$ cat src/rtl/assert_macros.svh
// assertion macros shared by the rtl modules
// no dependencies
`ifndef ASSERT_MACROS_SVH
`define ASSERT_MACROS_SVH

// same-cycle implication, disabled in reset
`define ASSERT_IMP(label, clk, rst_n, ante, cons) \
    label: assert property (@(posedge clk) disable iff (!(rst_n)) (ante) |-> (cons)) \
        else $error("assertion failed");

// next-cycle implication, disabled in reset
`define ASSERT_NEXT(label, clk, rst_n, ante, cons) \
    label: assert property (@(posedge clk) disable iff (!(rst_n)) (ante) |=> (cons)) \
        else $error("assertion failed");

`endif

$ cat src/rtl/brtc_pkg.sv
// shared constants and transaction types of the block range table checker
// no dependencies
`default_nettype none

package brtc_pkg;

    localparam int TABLE_ENTRIES = 16;
    localparam int IDX_W = (TABLE_ENTRIES > 1) ? $clog2(TABLE_ENTRIES) : 1;
    localparam int DATA_W = 32;
    localparam int BB_W = 17;
    localparam int ADDR_W = 3;

    localparam logic [2:0] ST_OK        = 3'd0;
    localparam logic [2:0] ST_NO_MEDIA  = 3'd1;
    localparam logic [2:0] ST_ALIGN     = 3'd2;
    localparam logic [2:0] ST_NOT_FOUND = 3'd3;
    localparam logic [2:0] ST_BOUNDS    = 3'd4;
    localparam logic [2:0] ST_RESERVED  = 3'd5;
    localparam logic [2:0] ST_FULL      = 3'd6;

    localparam logic [2:0] K_CREATE   = 3'd0;
    localparam logic [2:0] K_DELETE   = 3'd1;
    localparam logic [2:0] K_READ     = 3'd2;
    localparam logic [2:0] K_WRITE    = 3'd3;
    localparam logic [2:0] K_ERASE    = 3'd4;
    localparam logic [2:0] K_VALIDATE = 3'd5;

    localparam logic REG_MEDIA  = 1'b0;
    localparam logic REG_BBYTES = 1'b1;

    typedef struct packed {
        logic [2:0]        kind;
        logic [DATA_W-1:0] owner;
        logic [DATA_W-1:0] range_id;
        logic [DATA_W-1:0] offset;
        logic [DATA_W-1:0] count;
        logic              make_private;
        logic [DATA_W-1:0] mem_addr;
    } t_req;

    typedef struct packed {
        logic [2:0]        status;
        logic              ok;
        logic [DATA_W-1:0] new_range_id;
        logic [DATA_W-1:0] xfer_start_block;
        logic [DATA_W-1:0] xfer_block_count;
        logic [DATA_W-1:0] target_addr;
    } t_rsp;

endpackage

`default_nettype wire

$ cat src/rtl/brtc_div.sv
// iterative restoring divider, one quotient bit per cycle
// depends on brtc_pkg and assert_macros.svh
`default_nettype none
`include "assert_macros.svh"

module brtc_div
    import brtc_pkg::*;
(
    input  wire logic              i_clk,
    input  wire logic              i_rst_n,
    input  wire logic              i_start,
    input  wire logic [DATA_W-1:0] i_dividend,
    input  wire logic [BB_W-1:0]   i_divisor,
    output logic                   o_done,
    output logic [DATA_W-1:0]      o_quot,
    output logic [BB_W-1:0]        o_rem
);

    localparam int CNT_W = $clog2(DATA_W);

    logic              r_busy;
    logic              r_done;
    logic [CNT_W-1:0]  r_cnt;
    logic [DATA_W-1:0] r_quo;
    logic [BB_W-1:0]   r_rem;
    logic [BB_W-1:0]   r_dvs;

    logic [BB_W:0]     w_sh;
    logic              w_ge;
    logic [BB_W:0]     w_diff;
    logic [BB_W-1:0]   n_rem;
    logic [DATA_W-1:0] n_quo;

    always_comb begin
        w_sh   = {r_rem, r_quo[DATA_W-1]};
        w_ge   = w_sh >= {1'b0, r_dvs};
        w_diff = w_sh - {1'b0, r_dvs};
        n_rem  = w_ge ? w_diff[BB_W-1:0] : w_sh[BB_W-1:0];
        n_quo  = {r_quo[DATA_W-2:0], w_ge};
    end

    always_ff @(posedge i_clk) begin
        if (!i_rst_n) begin
            r_busy <= 1'b0;
            r_done <= 1'b0;
            r_cnt  <= '0;
        end else begin
            r_done <= 1'b0;
            if (i_start) begin
                r_busy <= 1'b1;
                r_cnt  <= CNT_W'(DATA_W - 1);
            end else if (r_busy) begin
                r_cnt <= r_cnt - 1'b1;
                if (r_cnt == '0) begin
                    r_busy <= 1'b0;
                    r_done <= 1'b1;
                end
            end
        end
    end

    always_ff @(posedge i_clk) begin
        if (i_start) begin
            r_quo <= i_dividend;
            r_rem <= '0;
            r_dvs <= i_divisor;
        end else if (r_busy) begin
            r_quo <= n_quo;
            r_rem <= n_rem;
        end
    end

    assign o_done = r_done;
    assign o_quot = r_quo;
    assign o_rem  = r_rem;

    `ASSERT_IMP(a_rem_below_divisor, i_clk, i_rst_n, r_done && (r_dvs != '0), r_rem < r_dvs)
    `ASSERT_NEXT(a_start_busy, i_clk, i_rst_n, i_start, r_busy && !r_done)

endmodule

`default_nettype wire

$ cat src/rtl/block_range_table_checker_core.sv
// Block range table checker: one request at a time. A request is taken when the block is
// idle; a create or delete that passes its first checks scans all TABLE_ENTRIES entries, a
// transfer uses the shared 32-step divider (offset, count, address and translated start)
// plus the table scan and a shared multiplier; a validate skips the translated start division.
// The result is held in an output register until taken; no new request enters meanwhile.
// depends on brtc_pkg, brtc_div and assert_macros.svh
`default_nettype none
`include "assert_macros.svh"

module block_range_table_checker_core
    import brtc_pkg::*;
(
    input  wire logic              i_clk,
    input  wire logic              i_rst_n,
    input  wire logic              i_req_valid,
    output logic                   o_req_stall,
    input  wire t_req              i_req,
    output logic                   o_rsp_valid,
    input  wire logic              i_rsp_stall,
    output t_rsp                   o_rsp,
    input  wire logic              psel,
    input  wire logic              penable,
    input  wire logic              pwrite,
    input  wire logic [ADDR_W-1:0] paddr,
    input  wire logic [31:0]       pwdata,
    output logic [31:0]            prdata,
    output logic                   pready
);

    typedef enum logic [10:0] {
        S_IDLE     = 11'b00000000001,
        S_DIV_OFF  = 11'b00000000010,
        S_DIV_CNT  = 11'b00000000100,
        S_DIV_ADDR = 11'b00000001000,
        S_SCAN     = 11'b00000010000,
        S_EVAL     = 11'b00000100000,
        S_MUL_RB   = 11'b00001000000,
        S_CHECK    = 11'b00010000000,
        S_MUL_ST   = 11'b00100000000,
        S_DIV_BST  = 11'b01000000000,
        S_OUT      = 11'b10000000000
    } t_state;

    t_state r_state;

    logic [DATA_W-1:0] r_media;
    logic [BB_W-1:0]   r_bb;
    logic [DATA_W-1:0] r_last_id;

    logic [TABLE_ENTRIES-1:0] r_valid;
    logic [DATA_W-1:0]        r_ent_id    [TABLE_ENTRIES];
    logic [DATA_W-1:0]        r_ent_owner [TABLE_ENTRIES];
    logic [DATA_W-1:0]        r_ent_start [TABLE_ENTRIES];
    logic [DATA_W-1:0]        r_ent_blk   [TABLE_ENTRIES];
    logic [TABLE_ENTRIES-1:0] r_ent_priv;

    t_req              r_req;
    t_rsp              r_rsp;
    logic [IDX_W-1:0]  r_idx;
    logic [IDX_W-1:0]  r_slot;
    logic              r_found;
    logic              r_ovl;
    logic [DATA_W-1:0] r_estart;
    logic [DATA_W-1:0] r_eblk;
    logic [DATA_W-1:0] r_prod;
    logic [DATA_W-1:0] r_qcnt;
    logic              r_off_nz;
    logic              r_cnt_nz;
    logic              r_addr_nz;
    logic              r_div_start;

    logic                   w_accept;
    logic                   w_cfg_wr;
    logic                   w_div_done;
    logic [DATA_W-1:0]      w_div_quot;
    logic [BB_W-1:0]        w_div_rem;
    logic [DATA_W-1:0]      w_div_in;
    logic [DATA_W+BB_W-1:0] w_mul;
    logic [DATA_W-1:0]      w_mul_op;
    logic                   w_ent_valid;
    logic                   w_match_id;
    logic                   w_cond;
    logic                   w_over;
    logic                   w_rb_bad;
    logic                   w_create_bad;
    logic                   w_scan_last;

    assign w_accept    = i_req_valid && !o_req_stall;
    assign o_req_stall = r_state != S_IDLE;
    assign o_rsp_valid = r_state == S_OUT;
    assign o_rsp       = r_rsp;
    assign pready      = 1'b1;
    assign w_cfg_wr    = psel && penable && pwrite;
    assign prdata      = (paddr[2] == REG_BBYTES) ? {{(32-BB_W){1'b0}}, r_bb} : r_media;

    always_ff @(posedge i_clk) begin
        if (!i_rst_n) begin
            r_media <= '0;
            r_bb    <= '0;
        end else if (w_cfg_wr) begin
            if (paddr[2] == REG_BBYTES) begin
                r_bb <= pwdata[BB_W-1:0];
            end else begin
                r_media <= pwdata;
            end
        end
    end

    always_comb begin
        case (r_state)
            S_DIV_OFF:  w_div_in = r_req.offset;
            S_DIV_CNT:  w_div_in = r_req.count;
            S_DIV_ADDR: w_div_in = r_req.mem_addr;
            default:    w_div_in = r_prod;
        endcase
    end

    brtc_div u_div (
        .i_clk      (i_clk),
        .i_rst_n    (i_rst_n),
        .i_start    (r_div_start),
        .i_dividend (w_div_in),
        .i_divisor  (r_bb),
        .o_done     (w_div_done),
        .o_quot     (w_div_quot),
        .o_rem      (w_div_rem)
    );

    assign w_mul_op = (r_state == S_MUL_ST) ? r_estart : r_eblk;
    assign w_mul    = w_mul_op * r_bb;

    always_comb begin
        w_ent_valid = r_valid[r_idx];
        w_match_id  = w_ent_valid && (r_ent_id[r_idx] == r_req.range_id);
        case (r_req.kind)
            K_CREATE: w_cond = !w_ent_valid;
            K_DELETE: w_cond = w_match_id && (r_ent_owner[r_idx] == r_req.owner);
            default:  w_cond = w_match_id;
        endcase
        if (r_req.offset < r_ent_start[r_idx]) begin
            w_over = (r_ent_start[r_idx] - r_req.offset) < r_req.count;
        end else begin
            w_over = (r_req.offset - r_ent_start[r_idx]) < r_ent_blk[r_idx];
        end
        w_rb_bad     = (r_req.offset >= r_prod) || ((r_prod - r_req.offset) < r_req.count);
        w_create_bad = (i_req.offset >= r_media) || ((r_media - i_req.offset) < i_req.count);
        w_scan_last  = r_idx == IDX_W'(TABLE_ENTRIES - 1);
    end

    always_ff @(posedge i_clk) begin
        if (!i_rst_n) begin
            r_state     <= S_IDLE;
            r_valid     <= '0;
            r_last_id   <= '0;
            r_div_start <= 1'b0;
        end else begin
            r_div_start <= 1'b0;
            case (r_state)
                S_IDLE: begin
                    if (w_accept) begin
                        if (i_req.kind == K_VALIDATE) begin
                            if (r_media == '0 || r_bb == '0 || i_req.count == '0) begin
                                r_state <= S_OUT;
                            end else begin
                                r_state     <= S_DIV_OFF;
                                r_div_start <= 1'b1;
                            end
                        end else if (i_req.kind > K_VALIDATE) begin
                            r_state <= S_OUT;
                        end else if (r_media == '0) begin
                            r_state <= S_OUT;
                        end else if (i_req.kind == K_CREATE) begin
                            r_state <= w_create_bad ? S_OUT : S_SCAN;
                        end else if (i_req.kind == K_DELETE) begin
                            r_state <= S_SCAN;
                        end else if (r_bb == '0) begin
                            r_state <= S_OUT;
                        end else begin
                            r_state     <= S_DIV_OFF;
                            r_div_start <= 1'b1;
                        end
                    end
                end
                S_DIV_OFF: begin
                    if (w_div_done) begin
                        r_state     <= S_DIV_CNT;
                        r_div_start <= 1'b1;
                    end
                end
                S_DIV_CNT: begin
                    if (w_div_done) begin
                        r_state     <= S_DIV_ADDR;
                        r_div_start <= 1'b1;
                    end
                end
                S_DIV_ADDR: begin
                    if (w_div_done) begin
                        if (r_off_nz || r_cnt_nz) begin
                            r_state <= S_OUT;
                        end else if (r_req.kind == K_VALIDATE && w_div_rem != '0) begin
                            r_state <= S_OUT;
                        end else begin
                            r_state <= S_SCAN;
                        end
                    end
                end
                S_SCAN: begin
                    if (w_scan_last) begin
                        r_state <= S_EVAL;
                    end
                end
                S_EVAL: begin
                    if (r_req.kind == K_CREATE) begin
                        r_state <= S_OUT;
                        if (r_found) begin
                            r_last_id <= r_last_id + 1'b1;
                            if (!r_ovl) begin
                                r_valid[r_slot] <= 1'b1;
                            end
                        end
                    end else if (r_req.kind == K_DELETE) begin
                        r_state <= S_OUT;
                        if (r_found) begin
                            r_valid[r_slot] <= 1'b0;
                        end
                    end else begin
                        r_state <= r_found ? S_MUL_RB : S_OUT;
                    end
                end
                S_MUL_RB: r_state <= S_CHECK;
                S_CHECK: begin
                    if (r_req.kind == K_VALIDATE || w_rb_bad) begin
                        r_state <= S_OUT;
                    end else if (r_req.kind != K_ERASE && r_addr_nz) begin
                        r_state <= S_OUT;
                    end else begin
                        r_state <= S_MUL_ST;
                    end
                end
                S_MUL_ST: begin
                    r_state     <= S_DIV_BST;
                    r_div_start <= 1'b1;
                end
                S_DIV_BST: begin
                    if (w_div_done) begin
                        r_state <= S_OUT;
                    end
                end
                S_OUT: begin
                    if (!i_rsp_stall) begin
                        r_state <= S_IDLE;
                    end
                end
                default: r_state <= S_IDLE;
            endcase
        end
    end

    always_ff @(posedge i_clk) begin
        case (r_state)
            S_IDLE: begin
                r_req   <= i_req;
                r_rsp   <= '0;
                r_idx   <= '0;
                r_slot  <= '0;
                r_found <= 1'b0;
                r_ovl   <= 1'b0;
                if (i_req.kind < K_VALIDATE) begin
                    if (r_media == '0) begin
                        r_rsp.status <= ST_NO_MEDIA;
                    end else if (i_req.kind == K_CREATE) begin
                        if (w_create_bad) begin
                            r_rsp.status <= ST_BOUNDS;
                        end
                    end else if (i_req.kind != K_DELETE && r_bb == '0) begin
                        r_rsp.status <= ST_ALIGN;
                    end
                end
            end
            S_DIV_OFF: begin
                if (w_div_done) begin
                    r_off_nz <= w_div_rem != '0;
                end
            end
            S_DIV_CNT: begin
                if (w_div_done) begin
                    r_cnt_nz <= w_div_rem != '0;
                    r_qcnt   <= w_div_quot;
                end
            end
            S_DIV_ADDR: begin
                if (w_div_done) begin
                    r_addr_nz <= w_div_rem != '0;
                    if ((r_off_nz || r_cnt_nz) && r_req.kind != K_VALIDATE) begin
                        r_rsp.status <= ST_ALIGN;
                    end
                end
            end
            S_SCAN: begin
                r_idx <= r_idx + 1'b1;
                if (!r_found && w_cond) begin
                    r_found  <= 1'b1;
                    r_slot   <= r_idx;
                    r_estart <= r_ent_start[r_idx];
                    r_eblk   <= r_ent_blk[r_idx];
                end
                if (w_ent_valid && w_over && (r_req.make_private || r_ent_priv[r_idx])) begin
                    r_ovl <= 1'b1;
                end
            end
            S_EVAL: begin
                if (r_req.kind == K_CREATE) begin
                    if (!r_found) begin
                        r_rsp.status <= ST_FULL;
                    end else if (r_ovl) begin
                        r_rsp.status <= ST_RESERVED;
                    end else begin
                        r_rsp.ok                   <= 1'b1;
                        r_rsp.new_range_id         <= r_last_id + 1'b1;
                        r_ent_id[r_slot]           <= r_last_id + 1'b1;
                        r_ent_owner[r_slot]        <= r_req.owner;
                        r_ent_start[r_slot]        <= r_req.offset;
                        r_ent_blk[r_slot]          <= r_req.count;
                        r_ent_priv[r_slot]         <= r_req.make_private;
                    end
                end else if (!r_found) begin
                    if (r_req.kind != K_VALIDATE) begin
                        r_rsp.status <= ST_NOT_FOUND;
                    end
                end else if (r_req.kind == K_DELETE) begin
                    r_rsp.ok <= 1'b1;
                end
            end
            S_MUL_RB: r_prod <= w_mul[DATA_W-1:0];
            S_CHECK: begin
                if (r_req.kind == K_VALIDATE) begin
                    r_rsp.ok <= !w_rb_bad;
                end else if (w_rb_bad) begin
                    r_rsp.status <= ST_BOUNDS;
                end else if (r_req.kind != K_ERASE && r_addr_nz) begin
                    r_rsp.status <= ST_ALIGN;
                end
            end
            S_MUL_ST: r_prod <= r_req.offset + w_mul[DATA_W-1:0];
            S_DIV_BST: begin
                if (w_div_done) begin
                    r_rsp.ok               <= 1'b1;
                    r_rsp.xfer_start_block <= w_div_quot;
                    r_rsp.xfer_block_count <= r_qcnt;
                    r_rsp.target_addr      <= (r_req.kind == K_ERASE) ? '0 : r_req.mem_addr;
                end
            end
            default: ;
        endcase
    end

    `ASSERT_NEXT(a_accept_blocks, i_clk, i_rst_n, w_accept, o_req_stall)
    `ASSERT_IMP(a_lastid_create, i_clk, i_rst_n, $past(i_rst_n) && !$stable(r_last_id), $past(r_state) == S_EVAL && r_req.kind == K_CREATE)
    `ASSERT_IMP(a_newid_ok, i_clk, i_rst_n, o_rsp_valid && (o_rsp.new_range_id != '0), o_rsp.ok && r_req.kind == K_CREATE)
    `ASSERT_IMP(a_xfer_ok, i_clk, i_rst_n, o_rsp_valid && (o_rsp.target_addr != '0), o_rsp.ok && (r_req.kind == K_READ || r_req.kind == K_WRITE))

endmodule

`default_nettype wire

$ cat config.mk
export PLATFORM = sky130hd
export DESIGN_NAME = block_range_table_checker_core
export DESIGN_NICKNAME = d
export VERILOG_FILES = /design/src/rtl/brtc_pkg.sv /design/src/rtl/brtc_div.sv /design/src/rtl/block_range_table_checker_core.sv
export VERILOG_INCLUDE_DIRS = /design/src /design/src/rtl
export SDC_FILE = /design/constraint.sdc
export NUM_CORES = 2
export LEC_CHECK = 0
export BUFFER_PORTS_ARGS = -buffer_cell sky130_fd_sc_hd__buf_2
export CAP_MARGIN = 20
export CORE_UTILIZATION = 55
export CTS_CLUSTER_SIZE = 28
export DETAILED_ROUTE_END_ITERATION = 10
export PLACE_DENSITY_LB_ADDON = 0.25
export SKIP_LAST_GASP = 1
export SLEW_MARGIN = 20
export SYNTH_ARGS = -nofsm -noshare
export SYNTH_HDL_FRONTEND = slang
export SYNTH_SLANG_ARGS = --single-unit
$ cat constraint.sdc
create_clock -name i_clk -period 26.1 [get_ports i_clk]
set_clock_uncertainty 0.2 [all_clocks]
set_input_delay 3.915 -clock i_clk [delete_from_list [all_inputs] [get_ports i_clk]]
set_output_delay 3.915 -clock i_clk [all_outputs]
set_load 0.01 [all_outputs]
# Yosys cells after proc, flatten, opt, wreduce, memory -nomap -nowiden
# Memory sizes are Yosys's and may differ from the RTL's. A register that Yosys moved wholly into a read port is not among the register bits.
# Index checks and enable logic that the tools add are counted.
[totals]
regBits = 635
mem_bits_rw = 2048
word_cells = 279
n_memories = 4
output_inout_bits = 167
in_bits = 206
[classes]
n_lt_le_gt_ge = 13
mul = 1
mux = 104
bitwise = 7
n_addsub = 9
n_reduce_logical = 57
eq_ne = 47
[mem_list]
columns = ["name", "words", "width", "rd", "rd_clocked_by_memory_dff", "wr", "line", "text"]
rows = [
  ["r_ent_blk", 16, 32, 1, 1, 1, "block_range_table_checker_core.sv:54", "logic [DATA_W-1:0] r_ent_blk [TABLE_ENTRIES];"],
  ["r_ent_id", 16, 32, 1, 1, 1, "block_range_table_checker_core.sv:51", "logic [DATA_W-1:0] r_ent_id [TABLE_ENTRIES];"],
  ["r_ent_owner", 16, 32, 1, 1, 1, "block_range_table_checker_core.sv:52", "logic [DATA_W-1:0] r_ent_owner [TABLE_ENTRIES];"],
  ["r_ent_start", 16, 32, 1, 1, 1, "block_range_table_checker_core.sv:53", "logic [DATA_W-1:0] r_ent_start [TABLE_ENTRIES];"],
]
[ops]
columns = ["op", "n"]
rows = [
  ["11-bit two-way mux", 22],
  ["32-bit two-way mux", 6],
  ["96-bit one-hot mux with 2 select lines", 1],
  ["32-bit less-than comparator", 5],
  ["32-bit one-hot mux with 2 select lines", 2],
  ["32-bit subtractor", 4],
  ["11-bit one-hot mux with 11 select lines", 1],
  ["96-bit two-way mux", 1],
  ["32-bit one-hot mux with 3 select lines", 1],
  ["16-bit two-way mux", 5],
  ["33-bit two-way mux", 2],
  ["32-bit == test", 2],
  ["32-bit greater-or-equal comparator", 2],
  ["32-bit zero test", 2],
  ["3-bit two-way mux", 13],
  ["32-bit by 1-bit adder with 32-bit output, second input constant", 1],
  ["32-bit adder", 1],
  ["32-bit by 17-bit multiplier with 32-bit output", 1],
  ["1-bit two-way mux", 28],
  ["2-bit inequality test, second input constant", 14],
  ["4-bit two-way mux", 6],
  ["3-bit inequality test, second input constant", 8],
  ["18-bit by 17-bit greater-or-equal comparator with 1-bit output", 1],
  ["2-bit AND reduction", 9],
  ["other kinds (56)", 100],
]

# Logic depth before layout (Yosys ltp)
[depth]
word_depth = 10
depth_mapped = 43
ltp_nobuf = 39

# By module
# From an unflattened synthesis, not the netlist that was laid out.
[unflattened]
cells_unflattened = 8024
hier_area_um2 = 126359.9
[modules_own_cells]
columns = ["mod", "seq_area_each_um2", "cells_each", "n_inst", "area_per_inst_um2"]
rows = [
  ["block_range_table_checker_core", 77364.2, 7715, 1, 122661.4],
  ["brtc_div", 1951.9, 309, 1, 3698.5],
]

# Worst setup path after synthesis
# OpenSTA, ideal clock, no wires.
[synth_timing]
path_kind = "register -> register"
start = "reg r_state[3]"
end = "mem r_ent_blk[3][0] (enable)"
path_stages_with_launch = 10
period_less_slack_ns = 11.839
setup_time_ns = 0.771
arrival_time_ns = 10.868
slack_ns = 14.261
cell_sequence = "dfxtp_1 -> or4_4 -> nor4_4 -> nand2_1 -> nor3b_1 -> nand3_1 -> clkbuf_1 -> nor2_1 -> nand3_1 -> nor3_1"
[synth_via]
elab_chain_cells = 3
[synth_lines]
columns = ["item", "line", "text"]
rows = [
  ["start: declaration", "block_range_table_checker_core.sv:44", "t_state r_state;"],
  ["start signal: assignment", "block_range_table_checker_core.sv:173", "r_state <= w_create_bad ? S_OUT : S_SCAN;"],
  ["start signal: assignment", "block_range_table_checker_core.sv:227", "r_state <= r_found ? S_MUL_RB : S_OUT;"],
  ["11-bit by 6-bit == test with 1-bit output", "block_range_table_checker_core.sv:260", "case (r_state)"],
  ["1-bit two-way mux", "block_range_table_checker_core.sv:260", ""],
  ["1-bit two-way mux (not written as such)", "block_range_table_checker_core.sv:323", "r_ent_blk[r_slot] <= r_req.count;"],
  ["end: declaration", "block_range_table_checker_core.sv:54", ""],
]
# Every way passes these cells.

# Worst setup path in the final report
[layout_timing]
start = "reg r_state[3]"
end = "reg r_prod[30], data pin"
[layout_via]
elab_chain_cells = 5
elab_cells_between_ends = 6
[layout_lines]
columns = ["item", "line", "text"]
rows = [
  ["11-bit by 9-bit == test with 1-bit output", "block_range_table_checker_core.sv:129, block_range_table_checker_core.sv:260", ""],
  ["32-bit two-way mux", "block_range_table_checker_core.sv:129", "assign w_mul_op = (r_state == S_MUL_ST) ? r_estart : r_eblk;"],
  ["32-bit by 17-bit multiplier with 32-bit output", "block_range_table_checker_core.sv:130", "assign w_mul = w_mul_op * r_bb;"],
  ["32-bit adder", "block_range_table_checker_core.sv:344", "S_MUL_ST: r_prod <= r_req.offset + w_mul[DATA_W-1:0];"],
  ["32-bit one-hot mux with 2 select lines (*)", "block_range_table_checker_core.sv:260", ""],
  ["end signal: assignment", "block_range_table_checker_core.sv:334", "S_MUL_RB: r_prod <= w_mul[DATA_W-1:0];"],
  ["end signal: assignment", "block_range_table_checker_core.sv:344", ""],
  ["end: declaration", "block_range_table_checker_core.sv:65", "logic [DATA_W-1:0] r_prod;"],
]
# Every way passes the cells marked *; elsewhere a longest branch is shown, timed or not.
# A chain may end at the register's enable or synchronous reset.

==> run summary <==
## STA
- 1262 ps — Slew @ Worst Pin
- 0.1517 — worst slew margin relative to its limit
- 0 — endpoints failing hold
- 0.4302 — final critical-path share of the clock period
- 0 — total count of max-transition violations in the final report
- no — RSZ-0062 raised after global routing
- 89.06 MHz — Max Fclk
- 0 — Setup violations, final
- 14870 ps — Worst Slack Setup Final
- 11230 ps — shortest period the worst path allows
- 0 ps — setup TNS

## GRT
- 0.2890 — total track usage
- 483600 microns — global-route wire length before repair
- 117 — largest net degree at the start of global routing
- 23 — number of antenna violations at the first check in global routing
- 73178 — number of global-route vias before repair
- 0 — remaining global-route overflow

## Route
- 72540 — total via count after detailed routing
- 0 — residual DRC count
- 8206 — First DRT Iteration DRCs
- 0 — count of nets left with antenna violations after detail routing
- 6.212 — post-detailed-route via-to-cell ratio
- 28.39 microns — Routed WL per cell
- 331600 microns — final routed wirelength across all metal layers
- 9 — detailed-router iteration count before antenna repair

## Setup path
- 11670 ps — critical path data arrival time
- register — CP Capture Type
- r_prod[30] — Crit Reg-Reg Endpoint
- 26540 ps — WP data required
- reg -> reg — type of the worst setup path
- 620 ps — critical path's largest stage delay
- register — Worst setup SP type
- 14870 ps — Worst R2R Setup Slack
- 33 — number of cells on the worst reg-to-reg path
- 43 — critical path peak fanout
- sky130_fd_sc_hd__fa_1 — crit-path most repeated cell
- r_state[3] — RR Startpoint
- sky130_fd_sc_hd__a2111oi_0 — worst-path cell with the longest stage delay

## Layout
- sky130_fd_sc_hd__edfxtp_1 (2550), sky130_fd_sc_hd__inv_1 (676), sky130_fd_sc_hd__nand2_1 (660) — commonest non-fill, non-tap cells in the layout
- 12.02% — area grow syn2layout
- 11678 — Finished Layout Cells
- 0.1925 — share of post-route cells with drive strength above 1
- 9349 — number of nets at the end of the flow
- sky130_fd_sc_hd__edfxtp_1 — leading cell type in the layout, fill and taps excluded

## Floorplan
- 227300 sq um — Placeable Area
- 373 — num ports
- 479.9 microns — horizontal extent of the die
- 479.9 microns — die height
- 230300 sq um — area of the die
- 0.5526 — initial core utilization
- 175 — # rows

## Placement
- 208800 microns — DP Wirelength
- 15080 ps — DP Worst Slack
- 369 — number of buffer cells added on primary ports
- 11161 — placed instance count
- 0.9488 — final weighted congestion in routability-driven placement

## Logic synthesis
- 0.6315 — sequential area share after synthesis
- 79 — count of different cell masters after synthesis
- 125600 sq um — combined area of all synthesized cells
- 15.77 sq um — Avg Cell Area, Syn
- sky130_fd_sc_hd__edfxtp_1 — predominant post-synthesis flop cell
- 2687 — count of state elements after synthesis
- 8871 — Post-Synthesis Net Count
- 0 — Warnings, synthesis
- 7966 — post-synthesis instance total
- 0 — Post-synth ARST share
- 2550 — number of enable flip-flop cells after synthesis

## Flow run
- 0 — Max-Cap Viols

## Power and ir drop
- 0.07899 mV — VDD IR-drop max
- 0.05041 uW — Leak
- 14530 uW — post-route total power
- 103.3 nW/um^2 — total power divided by cell area

## Clocking
- 0 — post-cts gate resize count
- 60 ps — clock-pin transition on the worst setup and hold timing paths
- yes — clock tree from TritonCTS
- 289 — CTS Buf Count
- 960 ps — Skew-Pair Late Insertion Delay
- sky130_fd_sc_hd__clkbuf_16 — CTS root buffer
- 0 — Post-CTS Setup Bufs
- 4 — maximum clock insertion buffer count
- 5 — level count of the clock H-tree
- 0 — total of hold buffers inserted after clock tree synthesis
- 2687 — clk sink count

## Worst hold path
- 2 — Hold Crit Depth
- reg -> reg — Min-Delay Path Class

## Run status
- complete, no violations — outcome

sequential cells by signal, indices dropped and copies added (netlist names), 11 cells and up, named ones only:
signal,flops
r_ent_blk,512
r_ent_id,512
r_ent_owner,512
r_ent_start,512
r_req,164
o_rsp,132
r_eblk,32
r_estart,32
r_last_id,32
r_media,32
r_prod,32
r_qcnt,32
u_div.o_quot,32
r_bb,17
u_div.o_rem,17
u_div.r_dvs,17
r_ent_priv,16
r_state,11
cells by family (layout without fill, tap and decap cells):
logic type	after synthesis	in the layout	synth area share
AOI/OAI and AO/OA	914	914	0.04607
DFF	2687	2687	0.6315
buffers and inverters	1035	1722	0.03140
xor gates and xnor gates	327	327	0.02286
muxes	686	686	0.1170
adders and majority gates	699	699	0.08906
other	1	17	0.00002986
and+or+nand+nor	1617	1617	0.06206
worst max-delay path: cells and delay by family (launching register included):
family / cells / cell delay, ps
buffers and inverters: 3 / 600
adders and majority gates: 8 / 3270
xor gates and xnor gates: 2 / 270
and+or+nand+nor: 11 / 3740
DFF: 1 / 380
AOI/OAI and AO/OA: 9 / 2460
metal layers:
| layer | part of all wire | vias up | GRT usage | routed length [microns] |
|---|---|---|---|---|
| li1 | - | 30825 | - | - |
| met4 | 0.039 | 10 | 0.1048 | 12850 |
| met3 | 0.085 | 692 | 0.05542 | 28220 |
| met1 | 0.39 | 37560 | 0.3879 | 129200 |
| met2 | 0.49 | 3453 | 0.4733 | 161200 |
| met5 | 0.00021 | - | 0 | 69 |
per-stage QoR:
step	cell area, sq um	hold slack, ps	utilization
finish	140700	278.3	0.6190
global route	140700	293.2	0.6189
CTS	140500	275.5	0.6184
detailed placement	131500	267.1	0.5787
global placement	131500	257.4	0.5786
floorplan	125600	206.4	-
report_power, final:
group	internal (uW)	switching, uW
registers	5400	456
clock network	2320	1640
logic	1970	2740
total	9700	4830
final cells by class:
type / count / area, sq um
diodes: 16 / 40.04
clock buffers: 363 / 7724
clock inverters: 137 / 1282
fillers: 16333 / 86590
inverters: 678 / 2554
multi-input cells: 4244 / 42660
flip-flops and latches: 2687 / 79330
well taps: 3009 / 3765
repair buffers: 544 / 3331
synth_stat cells (all sizes together) (9+ instances only):
cell type / number / area share
edfxtp: 2550 / 0.61
inv: 678 / 0.020
nand2: 661 / 0.020
mux4: 622 / 0.11
ha: 374 / 0.037
fa: 325 / 0.052
a21oi: 309 / 0.012
clkbuf: 265 / 0.0079
and2: 263 / 0.013
nor2: 253 / 0.0076
xnor2: 204 / 0.014
o21ai: 168 / 0.0067
a21o: 142 / 0.0085
dfxtp: 137 / 0.022
xor2: 123 / 0.0086
buf: 92 / 0.0032
nor2b: 78 / 0.0039
nand3: 60 / 0.0024
nand4: 60 / 0.0030
nor3: 57 / 0.0023
a211oi: 55 / 0.0033
a31oi: 47 / 0.0023
nor4: 46 / 0.0024
or3: 42 / 0.0021
mux2i: 35 / 0.0028
nand2b: 34 / 0.0017
a222oi: 32 / 0.0026
mux2: 29 / 0.0027
o21bai: 28 / 0.0017
o21a: 26 / 0.0016
and3: 23 / 0.0011
a21boi: 14 / 0.00084
and4: 10 / 0.00070
o211ai: 10 / 0.00060
o31ai: 9 / 0.00054
worst max path at each step:
stage / start / end / slack (ps) / depth (start not counted)
after CTS: r_state[3] / r_prod[30] / 15040 / 33
after detailed placement: r_state[3] / r_prod[30] / 15080 / 35
after floorplan: r_state[3] / r_ent_blk[3][0] / 14260 / 9
after global routing: r_state[3] / r_prod[30] / 14310 / 33
after global placement: r_state[3] / r_prod[30] / 15110 / 33
final: r_state[3] / r_prod[30] / 14870 / 33
Power figures use the tool's default switching activity.
